File: config.mk
export PLATFORM = sky130hd
export DESIGN_NAME = wcns_ctrl
export DESIGN_NICKNAME = d
export VERILOG_FILES = /design/src/rtl/wcns_pkg.sv /design/src/rtl/wcns_ctrl.sv
export SDC_FILE = /design/constraint.sdc
export NUM_CORES = 1
export LEC_CHECK = 0
export ABC_AREA = 1
export BUFFER_PORTS_ARGS = -buffer_cell sky130_fd_sc_hd__clkbuf_2
export CELL_PAD_IN_SITES_DETAIL_PLACEMENT = 0
export CELL_PAD_IN_SITES_GLOBAL_PLACEMENT = 1
export CORE_MARGIN = 4
export CORE_UTILIZATION = 32
export DETAILED_ROUTE_END_ITERATION = 7
export PLACE_DENSITY = 0.77
export SLEW_MARGIN = 40
export SYNTH_ARGS = -nofsm -noshare
export SYNTH_HDL_FRONTEND = slang
export SYNTH_SLANG_ARGS = --single-unit
File: constraint.sdc
create_clock -name clock -period 2.55 [get_ports clock]
set_input_delay 0.1275 -clock clock [delete_from_list [all_inputs] [get_ports clock]]
set_output_delay 0.1275 -clock clock [all_outputs]
set_load 0.02 [all_outputs]
File: src/rtl/wcns_pkg.sv
// ------------------------------------------------------------------------------------------
// wcns_pkg - shared types, constants and grid tables
// Payload structs, controller/datapath command and status, codeword level tables.
// ------------------------------------------------------------------------------------------
`default_nettype none

package wcns_pkg;

   localparam int unsigned VALUE_WIDTH  = 16;
   localparam int unsigned GRID_WIDTH   = 16;
   localparam int unsigned WEIGHT_WIDTH = 16;
   localparam int unsigned DIFF_WIDTH   =
      ((VALUE_WIDTH > GRID_WIDTH) ? VALUE_WIDTH : GRID_WIDTH) + 1;
   localparam int unsigned SQ_WIDTH     = 2 * DIFF_WIDTH;
   localparam int unsigned PROD_WIDTH   = SQ_WIDTH + WEIGHT_WIDTH;
   localparam int unsigned INDEX_WIDTH  = 8;
   localparam int unsigned LEN_WIDTH    = 4;
   localparam int unsigned ADDR_WIDTH   = 3;
   localparam int unsigned MODE_WIDTH   = 2;
   localparam int unsigned TABLE_ENTRIES = 16;

   localparam logic [MODE_WIDTH-1:0] GRID_TERNARY = 2'd0;
   localparam logic [MODE_WIDTH-1:0] GRID_OCTAL   = 2'd1;
   localparam logic [MODE_WIDTH-1:0] GRID_TABLE   = 2'd2;

   // Q8.8 one, used in place of a zero weight
   localparam logic [WEIGHT_WIDTH-1:0] WEIGHT_ONE = 16'd256;

   typedef enum logic [1:0] {
      ST_IDLE,
      ST_SEARCH,
      ST_DRAIN,
      ST_HOLD
   } state_type;

   typedef struct packed {
      logic signed [VALUE_WIDTH-1:0]  sample_value;
      logic        [WEIGHT_WIDTH-1:0] importance_weight;
      logic                           end_of_block;
   } req_payload_type;

   typedef struct packed {
      logic [INDEX_WIDTH-1:0] codeword_index;
      logic                   group_error;
   } rsp_payload_type;

   typedef struct packed {
      logic                   store;
      logic [ADDR_WIDTH-1:0]  wr_addr;
      logic                   start;
      logic                   issue;
      logic [INDEX_WIDTH-1:0] entry;
      logic [MODE_WIDTH-1:0]  grid_mode;
      logic [LEN_WIDTH-1:0]   group_len;
      logic                   load_rsp;
      logic                   rsp_err;
   } cmd_type;

   typedef struct packed {
      logic pipe_empty;
   } stat_type;

   function automatic logic [LEN_WIDTH-1:0] group_len(input logic [MODE_WIDTH-1:0] mode,
                                                      input int unsigned max_dims);
      logic [LEN_WIDTH-1:0] n;
      case (mode)
         GRID_TERNARY: n = 4'd8;
         GRID_OCTAL:   n = 4'd4;
         default:      n = 4'd1;
      endcase
      if (32'(n) > max_dims) n = LEN_WIDTH'(max_dims);
      return n;
   endfunction

   function automatic logic signed [GRID_WIDTH-1:0] ternary_level(input logic [1:0] digit);
      logic signed [GRID_WIDTH-1:0] v;
      case (digit)
         2'd0:    v = -16'sd128;
         2'd1:    v = 16'sd0;
         default: v = 16'sd128;
      endcase
      return v;
   endfunction

   function automatic logic signed [GRID_WIDTH-1:0] octal_level(input logic [2:0] digit);
      logic signed [GRID_WIDTH-1:0] v;
      case (digit)
         3'd0:    v = -16'sd256;
         3'd1:    v = -16'sd183;
         3'd2:    v = -16'sd110;
         3'd3:    v = -16'sd37;
         3'd4:    v = 16'sd37;
         3'd5:    v = 16'sd110;
         3'd6:    v = 16'sd183;
         default: v = 16'sd256;
      endcase
      return v;
   endfunction

   function automatic logic signed [GRID_WIDTH-1:0] table_level(input logic [3:0] idx);
      logic signed [GRID_WIDTH-1:0] v;
      case (idx)
         4'd0:    v = -16'sd32512;
         4'd1:    v = -16'sd26624;
         4'd2:    v = -16'sd21248;
         4'd3:    v = -16'sd16640;
         4'd4:    v = -16'sd12544;
         4'd5:    v = -16'sd8960;
         4'd6:    v = -16'sd5632;
         4'd7:    v = -16'sd2560;
         4'd8:    v = 16'sd256;
         4'd9:    v = 16'sd3328;
         4'd10:   v = 16'sd6400;
         4'd11:   v = 16'sd9728;
         4'd12:   v = 16'sd13568;
         4'd13:   v = 16'sd17664;
         4'd14:   v = 16'sd22784;
         default: v = 16'sd28928;
      endcase
      return v;
   endfunction

endpackage

`default_nettype wire

File: src/rtl/wcns_ctrl.sv
// ------------------------------------------------------------------------------------------
// wcns_ctrl - search controller
// Group fill count, grid mode register, entry sequencing and result hand-off.
// ------------------------------------------------------------------------------------------
`default_nettype none

module wcns_ctrl #(
   parameter int unsigned MAX_DIMS     = 8,
   parameter int unsigned GRID_ENTRIES = 256
) (
   input  wire logic                            clock,
   input  wire logic                            reset,
   input  wire logic                            req_valid,
   output      logic                            req_ready,
   input  wire logic                            req_end,
   input  wire logic                            csr_valid,
   output      logic                            csr_ready,
   input  wire logic [wcns_pkg::MODE_WIDTH-1:0] csr_wdata,
   output      logic                            rsp_valid,
   input  wire logic                            rsp_ready,
   output      wcns_pkg::cmd_type               cmd,
   input  wire wcns_pkg::stat_type              stat
);

   wcns_pkg::state_type state_ff, state_in;

   logic [wcns_pkg::MODE_WIDTH-1:0]  mode_ff, mode_in;
   logic [wcns_pkg::ADDR_WIDTH-1:0]  fill_ff, fill_in;
   logic [wcns_pkg::INDEX_WIDTH-1:0] entry_ff, entry_in;
   logic                             err_ff, err_in;
   logic                             rsp_valid_ff, rsp_valid_in;

   logic                             req_fire;
   logic                             csr_fire;
   logic                             slot_free;
   logic                             complete;
   logic [wcns_pkg::LEN_WIDTH-1:0]   glen;
   logic [wcns_pkg::ADDR_WIDTH-1:0]  pos;
   logic [wcns_pkg::LEN_WIDTH-1:0]   pos_next;
   logic [wcns_pkg::INDEX_WIDTH-1:0] last_entry;

   assign req_fire  = req_valid & req_ready;
   assign csr_fire  = csr_valid & csr_ready;
   assign slot_free = ~rsp_valid_ff | rsp_ready;
   assign glen      = wcns_pkg::group_len(mode_ff, MAX_DIMS);
   assign pos       = ({1'b0, fill_ff} >= glen) ? '0 : fill_ff;
   assign pos_next  = {1'b0, pos} + 4'd1;
   assign complete  = (pos_next >= glen);
   assign last_entry = (mode_ff == wcns_pkg::GRID_TERNARY || mode_ff == wcns_pkg::GRID_OCTAL)
                       ? wcns_pkg::INDEX_WIDTH'(GRID_ENTRIES - 1)
                       : wcns_pkg::INDEX_WIDTH'(wcns_pkg::TABLE_ENTRIES - 1);
   assign rsp_valid = rsp_valid_ff;

   always_comb begin
      state_in = state_ff;
      case (state_ff)
         wcns_pkg::ST_IDLE: begin
            if (req_fire) begin
               if (complete) state_in = wcns_pkg::ST_SEARCH;
               else if (req_end) state_in = wcns_pkg::ST_HOLD;
            end
         end
         wcns_pkg::ST_SEARCH: begin
            if (entry_ff == last_entry) state_in = wcns_pkg::ST_DRAIN;
         end
         wcns_pkg::ST_DRAIN: begin
            if (stat.pipe_empty) state_in = wcns_pkg::ST_HOLD;
         end
         wcns_pkg::ST_HOLD: begin
            if (slot_free) state_in = wcns_pkg::ST_IDLE;
         end
         default: state_in = wcns_pkg::ST_IDLE;
      endcase
   end

   always_comb begin
      cmd           = '0;
      cmd.wr_addr   = pos;
      cmd.entry     = entry_ff;
      cmd.grid_mode = mode_ff;
      cmd.group_len = glen;
      cmd.rsp_err   = err_ff;
      req_ready     = 1'b0;
      csr_ready     = 1'b0;
      mode_in       = mode_ff;
      fill_in       = fill_ff;
      entry_in      = entry_ff;
      err_in        = err_ff;
      rsp_valid_in  = rsp_valid_ff & ~rsp_ready;
      case (state_ff)
         wcns_pkg::ST_IDLE: begin
            req_ready = 1'b1;
            csr_ready = 1'b1;
            if (req_fire) begin
               cmd.store = 1'b1;
               if (complete) begin
                  cmd.start = 1'b1;
                  entry_in  = '0;
                  err_in    = 1'b0;
                  fill_in   = '0;
               end else if (req_end) begin
                  // block ended inside a group: drop it, report an error
                  err_in  = 1'b1;
                  fill_in = '0;
               end else begin
                  fill_in = pos_next[wcns_pkg::ADDR_WIDTH-1:0];
               end
            end
            if (csr_fire) begin
               mode_in = csr_wdata;
               fill_in = '0;
            end
         end
         wcns_pkg::ST_SEARCH: begin
            cmd.issue = 1'b1;
            entry_in  = entry_ff + 1'b1;
         end
         wcns_pkg::ST_DRAIN: begin
         end
         wcns_pkg::ST_HOLD: begin
            if (slot_free) begin
               cmd.load_rsp = 1'b1;
               rsp_valid_in = 1'b1;
            end
         end
         default: begin
         end
      endcase
   end

   always_ff @(posedge clock) begin
      if (reset) begin
         state_ff     <= wcns_pkg::ST_IDLE;
         mode_ff      <= wcns_pkg::GRID_TERNARY;
         fill_ff      <= '0;
         entry_ff     <= '0;
         err_ff       <= 1'b0;
         rsp_valid_ff <= 1'b0;
      end else begin
         state_ff     <= state_in;
         mode_ff      <= mode_in;
         fill_ff      <= fill_in;
         entry_ff     <= entry_in;
         err_ff       <= err_in;
         rsp_valid_ff <= rsp_valid_in;
      end
   end

endmodule

`default_nettype wire

## Word level (Yosys, flattened, before mapping)

Cells that the tools add are included.

- Flip-flop bits (word level): 17
- Bits of input ports: 9

- Reduce and logical (&&, ||, !) cells: 11
- Bitwise logic cells: 6
- Equal/unequal tests: 11
- Order comparisons: 3
- Add/subtract/negate cells: 2
- Muxes and demuxes: 31

Operators by type and width:

| kind | count |
|---|---|
| $mux W8 | 3 |
| $pmux W8 S2 | 1 |
| $mux W3 | 5 |
| $mux W1 | 13 |
| $mux W2 | 6 |
| $ne A2 B2 Y1 const B | 5 |
| $add A8 B1 Y8 const B | 1 |
| $eq A8 B8 Y1 | 1 |
| $pmux W2 S4 | 1 |
| $pmux W4 S2 | 1 |
| $reduce_and A3 Y1 | 2 |
| $reduce_bool A2 Y1 | 3 |
| $reduce_and A5 Y1 | 1 |
| $add A3 B1 Y4 const B | 1 |
| $eq A2 B1 Y1 const B | 2 |
| $eq A2 B2 Y1 const B | 2 |
| $ge A3 B4 Y1 | 1 |
| $ge A4 B4 Y1 | 1 |
| $gt A4 B4 Y1 const B | 1 |
| $logic_not A2 Y1 | 2 |
| $mux W4 | 1 |
| $reduce_and A2 Y1 | 2 |
| $and A1 B1 Y1 | 3 |
| $ne A3 B3 Y1 const B | 1 |
| other kinds (3) | 4 |

## Longest topological paths before layout

Gate-level depths: netlist of the first run.

- Depth in word-level cells: 11
- Depth in mapped cells: 24
- Mapped depth without buffers: 24

## Worst setup path before layout of the first run

Ideal clock, no wire load.

- Kind: reg-to-reg
- From: register mode_ff[1] (netlist bit)
- To: register entry_ff[2] (netlist bit)
- Data arrival time: 3.214 ns
- Data required time: 2.435 ns
- Path buffers: 2
- Stages on the path, launching flop included: 23
- Path slack: -0.779 ns
- Cells stage by stage: dfxtp_1 -> clkbuf_1 -> ha_1 -> inv_1 -> nand3_1 -> nand2_1 -> nand2_1 -> nand2_1 -> inv_1 -> nor2_1 -> ha_1 -> nand3_1 -> and2_1 -> ha_1 -> nand2_2 -> clkinv_2 -> nand2_4 -> nand3_4 -> nand2_4 -> nand2_4 -> buf_8 -> a21oi_1 -> nor2_1

RTL lines:

| what | line | text |
|---|---|---|
| start, declared | wcns_ctrl.sv:27 | `logic [wcns_pkg::MODE_WIDTH-1:0] mode_ff, mode_in;` |
| start signal, assigned | wcns_ctrl.sv:134 | `mode_ff <= wcns_pkg::GRID_TERNARY;` |
| start signal, assigned | wcns_ctrl.sv:141 | `mode_ff <= mode_in;` |
| end signal, assigned | wcns_ctrl.sv:143 | `entry_ff <= entry_in;` |
| end, declared | wcns_ctrl.sv:29 | `logic [wcns_pkg::INDEX_WIDTH-1:0] entry_ff, entry_in;` |

==> results of run 1 <==
[layer usage]
layer / wire (um) / vias up / global-route usage [%]
li1: - / 699 / -
met1: 1480 / 578 / 17.1
met2: 1720 / 19 / 23.4
met3: 83 / 6 / 1.88
met4: 60 / 0 / 4.89
met5: 0 / - / 0
[worst min-delay path: stages]
cell,delay [ps]
clkbuf_2,70
o21ai_0,70
nor2_1,80
[timing repair]
action	in CTS	in global routing
buffers inserted	8	1
resized for setup	23	16
gates cloned	1	0
pin swaps	15	5
endpoints found under the setup margin	15	15
[placed cells by master (no fill, tap or decap), types with 7 or more instances in the layout]
cell type and n:
clkbuf_2 31, nand2_1 36, inv_2 7, dfxtp_1 14
inv_1 21, a21oi_1 7, buf_4 23, nor2_1 26
nand3_1 11
[stage by stage]
| stage | std cells | TNS, ps | worst slack [ps] | instance area [sq um] | power [uW] |
|---|---|---|---|---|---|
| after floorplan | 186 | -2530 | -250 | 1280 | 936 |
| after global placement | 277 | -1030 | -132 | 1570 | 1130 |
| after detailed placement | 277 | -2140 | -204 | 1570 | 1140 |
| after CTS | 290 | -962 | -113 | 1790 | 1480 |
| after global routing | 291 | -3180 | -289 | 1870 | 1670 |
| final | 291 | -571 | -100 | 1870 | 1530 |
[layout make-up]
| type | count | area, sq um |
|---|---|---|
| clock buffer | 3 | 41.3 |
| clock inverter | 1 | 5.00 |
| fill | 380 | 1790 |
| inverter | 31 | 123 |
| multi-input combinational | 133 | 917 |
| sequential | 17 | 347 |
| tap | 48 | 60.1 |
| timing repair buffer | 58 | 377 |
[power by group]
| part | switching (uW) | leakage (uW) | internal, uW |
|---|---|---|---|
| logic | 572 | 0.000766 | 390 |
| registers | 48.1 | 0.000140 | 314 |
| clock network | 97.9 | 0.0000255 | 108 |
| total | 718 | 0.000932 | 812 |
[cells by family after synthesis]
family,after synthesis,synth area share [%]
buffers and inverters,37,13.3
flip-flops,17,27.9
other,1,0.307
AND/OR/NAND/NOR,96,35.6
AO/OA/AOI/OAI,24,11.6
adder cells (fa/ha/maj),11,11.3
[registers in the layout (all words and copies together), names as in the netlist]
name and cells:
rsp_valid 1, fill_ff 3, state_ff 2, err_ff 1
entry_ff 8, mode_ff 2
[how the worst max path moves through the flow]
stage / slack, ps / end / depth (start not counted)
3_5_place_dp: -200 / entry_ff[3] / 22
2_1_floorplan: -250 / entry_ff[0] / 22
5_1_grt: -290 / entry_ff[6] / 18
3_3_place_gp: -130 / entry_ff[3] / 24
6_report: -100 / cmd[17] / 18
4_1_cts: -110 / cmd[17] / 16
==> impl_metrics.csv, run 1 <==
group,metric,value,unit
clock_tree,root_buffer,"clkbuf_8",
sta,hold_slack,123,ps
die,die_w,69.7,um
global_routing,track_usage,13.6,%
drt,vias,1302,
drt,vias_per_cell,4.47,
clock_tree,htreeDepth,1,
logic_synthesis,synth.top_cell.area_share,27.9,%
logic_synthesis,synth.most_common_cell,"nand2_1",
global_routing,antenna_found_initial,0,
sta,skew,5.45,ps
drt,drt_iter0_markers,29,
hold_path,hp-class,"input pin to flop",
drt,drc,0,
logic_synthesis,synth_seq_area_share,27.9,%
sta,finalSetupViolations,10,
die,core_area,0.00366,sq mm
setup_path,critPathTopFamily,"simple AND/OR/NAND/NOR gates",
die,floorplan.initialDensity,33.3,%
setup_path,reg2reg_from,"fill_ff[0]",
setup_path,ff2ff_path_depth,18,
pwr,peakVddDrop,0.525,mV
outcome,status,"finished with violations",
logic_synthesis,yosys-top-cells-count,"nand2_1 (42), nor2_1 (28), inv_1 (27)",
setup_path,end_kind,"output pin",
logic_synthesis,ys_warn_count,0,
setup_path,critPathMaxStageDelay,340,ps
setup_path,regToRegEndpoint,"entry_ff[6]",
logic_synthesis,synthFlopType,"dfxtp_1",
die,pin_count,34,
pwr,power_density,819,mW/mm^2
setup_path,slowest_stage,"dfxtp_2",
finish,finalNetCount,264,
setup_path,path_cells,"inv_2 > ha_4 > inv_2 > nand3_2 > nand2_1 > nand2_1 > nand2_2 > inv_2 > nor2_4 > ha_4 > nand3_4 > and2_4 > ha_4 > nand4_1 > nand3_4 > nand2_4 > inv_4 > buf_8",
die,die_area,0.00486,sq mm
sta,finalCritPeriodShare,104,%
logic_synthesis,ys_seq_elements,17,
clock_tree,cts_hold_buf,0,
setup_path,crit_path_start,"fill_ff[0]",
logic_synthesis,synth-edff-count,0,
global_routing,overflow,0,
setup_path,rrSetupSlack,-80,ps
logic_synthesis,syn_inst,186,
hold_path,min_from,"csr_wdata[0]",
global_routing,grt_pass1_wl,5.50,mm
logic_synthesis,avgSynthCellArea,6.56,sq um
logic_synthesis,yosys.area.top_type,"dfxtp_1",
sta,fin_ws,-100,ps
setup_path,crit_required,2420,ps
drt,wl_per_cell,11.5,um
finish,drive_gt1_share,44.4,%
clock_tree,clk_pin_slew_worst_paths,70,ps
drt,drtAntennaViolNets,0,
hold_path,hold_depth,3,
run,maxCapViolCount,0,
setup_path,cp-start-kind,"flop",
setup_path,crit_fanout,3,
logic_synthesis,syn_nets,206,
drt,wirelength,3.34,mm
drt,drt-pass1-iter-count,4,
hold_path,min_to,"mode_ff[0]",
sta,min_period,2650,ps
die,fp.dieH,69.7,um
logic_synthesis,postSynth.asyncResetShare,0,%
clock_tree,cts_buffer_depth,2,
logic_synthesis,syn-cell-area,0.00122,sq mm
placement,dp_hpwl,2.38,mm
clock_tree,clock_sinks,17,
logic_synthesis,synth_cell_type_count,26,
pwr,p_leak,0.000932,uW
outcome,violations,"setup timing",
finish,synthToLayoutAreaGrowth,53.2,%
clock_tree,cts_tree,"done",
placement,gp_congestion,0.737,
die,rows,22,
sta,rsz0062_at_grt,"true",
sta,slew_violations,0,
global_routing,grt_pass1_vias,1256,
clock_tree,cts_buffers,3,
setup_path,crit_buf_inv,5,
sta,max_clock_freq,377,MHz
setup_path,arrival,2520,ps
setup_path,crit_type,"flop to output pin",
finish,antennaDiodeCount,0,
placement,port_buffers,32,
sta,hold_viol_final,0,
logic_synthesis,netlist_top_cells_area,"dfxtp_1 (28%), nand2_1 (13%), ha_1 (11%)",
global_routing,grt_start_max_net_pins,11,
finish,final_util,51.1,%
clock_tree,clock_latency,250,ps
Power figures use the tool's default switching activity.
==> inputs of run 2 (changes only) <==
--- a/config.mk
+++ b/config.mk
@@ -5,12 +5,11 @@
 export SDC_FILE = /design/constraint.sdc
 export NUM_CORES = 1
 export LEC_CHECK = 0
-export ABC_AREA = 1
 export BUFFER_PORTS_ARGS = -buffer_cell sky130_fd_sc_hd__clkbuf_2
 export CELL_PAD_IN_SITES_DETAIL_PLACEMENT = 0
 export CELL_PAD_IN_SITES_GLOBAL_PLACEMENT = 1
 export CORE_MARGIN = 4
-export CORE_UTILIZATION = 32
+export CORE_UTILIZATION = 33
 export DETAILED_ROUTE_END_ITERATION = 7
 export PLACE_DENSITY = 0.77
 export SLEW_MARGIN = 40
==> impl_metrics.csv, run 2 <==
group,metric,value,unit
logic_synthesis,synth_seq_area_share,30.8,%
logic_synthesis,synth_xor_area_share,5.56,%
sta,worst_slew_pin_slew,561,ps
drt,drt_iter0_markers,82,
setup_path,crit_type,"flop to flop",
global_routing,grt_start_max_net_pins,15,
outcome,violations,"setup timing",
logic_synthesis,synth-edff-count,0,
finish,top_regs,"entry_ff x8, fill_ff x3",
logic_synthesis,postSynth.asyncResetShare,0,%
finish,regMostFlops,"entry_ff",
finish,antennaDiodeCount,0,
sta,hold_viol_final,0,
setup_path,end_kind,"flop",
finish,synthToLayoutAreaGrowth,67.3,%
pwr,power,1190,uW
hold_path,hp-class,"input pin to flop",
sta,finalSetupViolations,16,
drt,dr.max_layer_used,"met4",
drt,wirelength,3.66,mm
logic_synthesis,synthAdderAreaFrac,12.5,%
die,rows,20,
finish,layout_commonest_cell,"clkbuf_2",
sta,hold_slack,37.3,ps
logic_synthesis,ys_warn_count,0,
setup_path,arrival,3860,ps
drt,wl_met3,156,um
sta,finalCritPeriodShare,142,%
finish,mostFrequentLayoutCells,"clkbuf_2 (30), buf_4 (29), buf_6 (17)",
finish,finalNetCount,227,
sta,max_clock_freq,277,MHz
logic_synthesis,netlist_top_cells_area,"dfxtp_1 (31%), ha_1 (12%), nor2_1 (6.1%)",
clock_tree,cts_hold_buf,0,
logic_synthesis,yosys-top-cells-count,"nor2_1 (18), dfxtp_1 (17), inv_1 (12)",
drt,wl_met1,1.60,mm
drt,vias_per_cell,4.94,
logic_synthesis,yosys.area.top_type,"dfxtp_1",
clock_tree,cts_buffers,3,
clock_tree,clock_sinks,17,
drt,wl_met2,1.84,mm
logic_synthesis,ys_seq_elements,17,
clock_tree,clk_pin_slew_worst_paths,120,ps
finish,num-fill-cells,261,
global_routing,track_usage,18.0,%
logic_synthesis,muxShareOfSynthArea,1.93,%
logic_synthesis,synth_cell_type_count,41,
placement,gp_congestion,0.908,
global_routing,antenna_found_initial,0,
die,fp.dieH,65.8,um
die,die_w,65.8,um
sta,min_period,3610,ps
drt,vias,1235,
clock_tree,cts_buffer_depth,2,
die,pin_count,34,
drt,drt-pass1-iter-count,4,
logic_synthesis,syn_nets,151,
logic_synthesis,synth_compound_area_share,12.7,%
sta,slew_violations,0,
finish,drive_gt1_share,51.0,%
logic_synthesis,synth.top_cell.area_share,30.8,%
finish,largest_reg_flops,8,
die,floorplan.initialDensity,35.3,%
sta,fin_ws,-1070,ps
setup_path,cp-start-kind,"flop",
global_routing,grt_pass1_wl,5.91,mm
die,core_area,0.00313,sq mm
logic_synthesis,synthFlopType,"dfxtp_1",
drt,drc,0,
die,die_area,0.00433,sq mm
sta,rsz0062_at_grt,"true",
logic_synthesis,synth.most_common_cell,"nor2_1",
setup_path,rrSetupSlack,-1070,ps
placement,dp_hpwl,2.26,mm
logic_synthesis,syn-cell-area,0.00110,sq mm
pwr,peakVddDrop,0.309,mV
run,maxCapViolCount,0,
setup_path,crit_required,2790,ps
logic_synthesis,synth_top_family_by_area,"simple AND/OR/NAND/NOR gates",
placement,port_buffers,32,
global_routing,grt_pass1_vias,1248,
setup_path,crit_fanout,3,
logic_synthesis,avgSynthCellArea,8.42,sq um
pwr,p_leak,0.000882,uW
clock_tree,clock_latency,310,ps
clock_tree,htreeDepth,1,
clock_tree,cts_tree,"done",
drt,drtAntennaViolNets,0,
finish,final_util,59.0,%
pwr,power_density,643,mW/mm^2
logic_synthesis,synthSimpleGateAreaFrac,28.9,%
sta,slew_headroom,62.2,%
global_routing,overflow,0,
clock_tree,root_buffer,"clkbuf_4",
sta,skew,5.51,ps
drt,wl_per_cell,14.6,um
logic_synthesis,syn_inst,131,
outcome,status,"finished with violations",
-- run 2: changes by cell type in the layout (fill, tap and decap cells not counted), sizes merged, moves of 6 or more --
cell,change
nor2,-10
o21ai,-6
buf,+19
inv,-18
a21oi,-9
nand2,-38
nand3,-9
xor2,+6
-- run 2: repair_timing --
item                                    in CTS  in global routing
endpoints found under the hold margin        0                  0
setup buffers                               22                  4
pin swaps                                   21                  3
endpoints found under the setup margin      15                 15
resized for setup                           21                 11
cloned                                       1                  0
-- run 2: stage by stage --
step	cell area [sq um]	worst slack, ps	setup TNS [ps]	instances
after floorplan	1170	-939	-9700	131
after global placement	1490	-798	-9610	221
after detailed placement	1490	-915	-11240	221
after CTS	1780	-924	-10880	246
after global routing	1850	-1270	-15940	250
final	1850	-1070	-13340	250
-- run 2: power by group --
part | leakage [uW] | total, uW | internal, uW | switching, uW
combinational | 0.000729 | 711 | 316 | 395
sequential | 0.000139 | 314 | 293 | 21.0
clock | 0.0000139 | 162 | 59.8 | 102
total | 0.000882 | 1190 | 669 | 517
-- run 2: final timing paths --
check / from / end / cells past startpoint
max: mode_ff[1] / fill_ff[2] / 15
min: csr_wdata[0] / mode_ff[0] / 3
max reg2reg: mode_ff[1] / fill_ff[2] / 15
min reg2reg: err_ff / err_ff / 2
-- run 2: cell type report --
type | count | area (sq um) | area share [%]
Sequential cell | 17 | 345 | 18.7
Tap cell | 44 | 55.1 | 2.98
Inverter | 12 | 45.0 | 2.44
Timing Repair Buffer | 77 | 573 | 31.0
Clock inverter | 1 | 7.51 | 0.407
Multi-Input combinational cell | 96 | 798 | 43.2
Clock buffer | 3 | 22.5 | 1.22
-- run 2: critical path, cell delays in order (launching register included) --
cell and delay (ps):
dfxtp_4 360, buf_6 110, ha_4 190, or4b_1 510, o211ai_1 210, nand2_1 160
inv_2 120, ha_4 150, xnor2_2 80, ha_4 170, or4b_4 490, a21oi_4 190
buf_6 110, nor4b_4 190, or3b_1 360, a31oi_1 130
-- run 2: cells by family after synthesis --
kind of cell | Yosys count
AND/OR/NAND/NOR | 56
AO/OA/AOI/OAI | 19
buffers and inverters | 18
flip-flops | 17
adder cells (fa/ha/maj) | 11
XOR/XNOR | 7
multiplexers | 2
other | 1
-- run 2: routing by layer --
layer  GRT usage (%)  vias up
met1            22.4      593
met2            28.5       31
met4            8.55        0
met5               0        -
met3            5.10        6
li1                -      605
==> inputs of run 3 (changes only) <==
--- a/config.mk
+++ b/config.mk
@@ -10,8 +10,10 @@
 export CELL_PAD_IN_SITES_GLOBAL_PLACEMENT = 1
 export CORE_MARGIN = 4
 export CORE_UTILIZATION = 33
+export CTS_CLUSTER_SIZE = 30
 export DETAILED_ROUTE_END_ITERATION = 7
-export PLACE_DENSITY = 0.77
+export PLACE_DENSITY_LB_ADDON = 0.1
+export REMOVE_ABC_BUFFERS = 1
 export SLEW_MARGIN = 40
 export SYNTH_ARGS = -nofsm -noshare
 export SYNTH_HDL_FRONTEND = slang
==> impl_metrics.csv, run 3 (synthesized netlist as in run 2, its figures left out) <==
group,metric,value,unit
outcome,status,"finished with violations",
outcome,violations,"setup timing",
finish,top_regs,"entry_ff x8, fill_ff x3",
drt,wl_per_cell,12.7,um
die,die_w,65.8,um
sta,min_period,3420,ps
clock_tree,root_buffer,"clkbuf_4",
drt,drtAntennaViolNets,0,
global_routing,track_usage,15.0,%
drt,drt_iter0_markers,29,
global_routing,grt_pass1_vias,1119,
sta,slew_violations,0,
sta,hold_viol_final,0,
setup_path,critPathMaxStageDelay,490,ps
setup_path,rrSetupSlack,-840,ps
setup_path,arrival,3290,ps
sta,rsz0062_at_grt,"true",
placement,postPlaceCellArea,0.00143,sq mm
die,die_area,0.00433,sq mm
clock_tree,clock_latency,290,ps
clock_tree,cts_buffers,3,
clock_tree,clk_pin_slew_worst_paths,110,ps
finish,largest_reg_flops,8,
die,floorplan.initialDensity,35.3,%
hold_path,min_from,"csr_wdata[0]",
drt,drt-pass1-iter-count,4,
finish,synthToLayoutAreaGrowth,47.5,%
global_routing,overflow,0,
global_routing,antenna_found_initial,0,
global_routing,grt_pass1_wl,5.09,mm
drt,vias_per_cell,4.79,
drt,vias,1107,
drt,wirelength,2.94,mm
finish,layout_commonest_cell,"clkbuf_2",
hold_path,hold_depth,3,
finish,antennaDiodeCount,0,
setup_path,cp-start-kind,"flop",
sta,finalCritPeriodShare,134,%
setup_path,crit_type,"flop to output pin",
setup_path,crit_fanout,3,
clock_tree,cts_hold_buf,0,
pwr,p_leak,0.000784,uW
finish,mostFrequentLayoutCells,"clkbuf_2 (31), buf_4 (22), nor2_1 (17)",
clock_tree,cts_tree,"done",
setup_path,regToRegEndpoint,"fill_ff[2]",
setup_path,path_cells,"nand2b_4 > ha_4 > or4b_1 > o211ai_1 > nand2_1 > inv_2 > ha_4 > xnor2_2 > ha_2 > or4b_4 > a21oi_4 > buf_6 > nor2_4 > buf_6 > clkbuf_8",
sta,fin_ws,-870,ps
setup_path,crit_required,2420,ps
pwr,power_density,662,mW/mm^2
die,rows,20,
pwr,peakVddDrop,0.428,mV
setup_path,crit_path_start,"mode_ff[1]",
setup_path,crit_buf_inv,4,
die,core_area,0.00313,sq mm
clock_tree,clock_sinks,17,
sta,hold_slack,60.1,ps
clock_tree,htreeDepth,1,
drt,drc,0,
hold_path,hp-class,"input pin to flop",
run,maxCapViolCount,0,
finish,final_util,52.0,%
placement,dp_hpwl,2.21,mm
finish,regMostFlops,"entry_ff",
setup_path,critPathTopFamily,"simple AND/OR/NAND/NOR gates",
sta,max_clock_freq,292,MHz
setup_path,reg2reg_from,"mode_ff[1]",
setup_path,slowest_stage,"or4b_4",
sta,finalSetupViolations,15,
global_routing,grt_start_max_net_pins,15,
setup_path,end_kind,"output pin",
clock_tree,cts_buffer_depth,2,
placement,pre_cts_slack,-939,ps
placement,port_buffers,32,
die,fp.dieH,65.8,um
hold_path,min_to,"mode_ff[0]",
placement,gp_congestion,0.848,
setup_path,ff2ff_path_depth,14,
finish,final_area,0.00163,sq mm
sta,skew,2.42,ps
die,pin_count,34,
sta,tns,-10330,ps
finish,finalNetCount,208,
finish,drive_gt1_share,44.9,%
run 3: final cells by class:
cell class                      instances  area (sq um)
Fill cell                             307          1500
Sequential cell                        17           344
Clock inverter                          1          5.00
Tap cell                               44          55.1
Multi-Input combinational cell         96           777
Inverter                               12          45.0
Timing Repair Buffer                   58           379
Clock buffer                            3          22.5
run 3: how the worst max path moves through the flow:
stage                      end  slack (ps)  cells past startpoint
floorplan           fill_ff[2]       -1290                     12
global placement    fill_ff[2]        -820                     13
detailed placement  fill_ff[2]        -940                     14
CTS                    cmd[17]        -930                     15
global route           cmd[17]       -1010                     15
finish                 cmd[17]        -870                     15
run 3: worst reg2reg max path, cell delays in order, from the launching register on:
cell and delay [ps]:
dfxtp_2 360, nand2b_4 160, ha_4 160, or4b_1 460, o211ai_1 160, nand2_1 130
inv_2 100, ha_4 150, xnor2_2 70, ha_2 180, or4b_4 490, a21oi_4 170
nor4b_4 220, or3b_1 370, a31oi_1 150
run 3: routing by layer:
metal  vias to the layer above  global-route usage [%]  wire length (um)
li1                        567                       -                 -
met1                       519                    19.4              1300
met2                        19                    25.0              1510
met3                         2                    2.04               107
met4                         0                    5.70                19
met5                         -                       0                 0
run 3: what timing repair did:
item / CTS / global route
cloned: 0 / 0
gates resized for setup: 23 / 3
setup buffers: 5 / 1
pin swaps: 21 / 8
endpoints found under the setup margin: 15 / 15
run 3: power breakdown:
part / total (uW) / internal [uW] / leakage (uW) / switching, uW
Sequential: 316 / 293 / 0.000139 / 22.7
Combinational: 610 / 258 / 0.000627 / 352
Clock: 151 / 58.3 / 0.0000177 / 92.6
Total: 1080 / 610 / 0.000784 / 468
run 3: through the flow:
| stage | power, uW | cells |
|---|---|---|
| 2_1_floorplan | 668 | 125 |
| 4_1_cts | 1080 | 230 |
| 3_5_place_dp | 863 | 221 |
| 3_3_place_gp | 853 | 221 |
| 5_1_grt | 1170 | 231 |
| 6_report | 1080 | 231 |
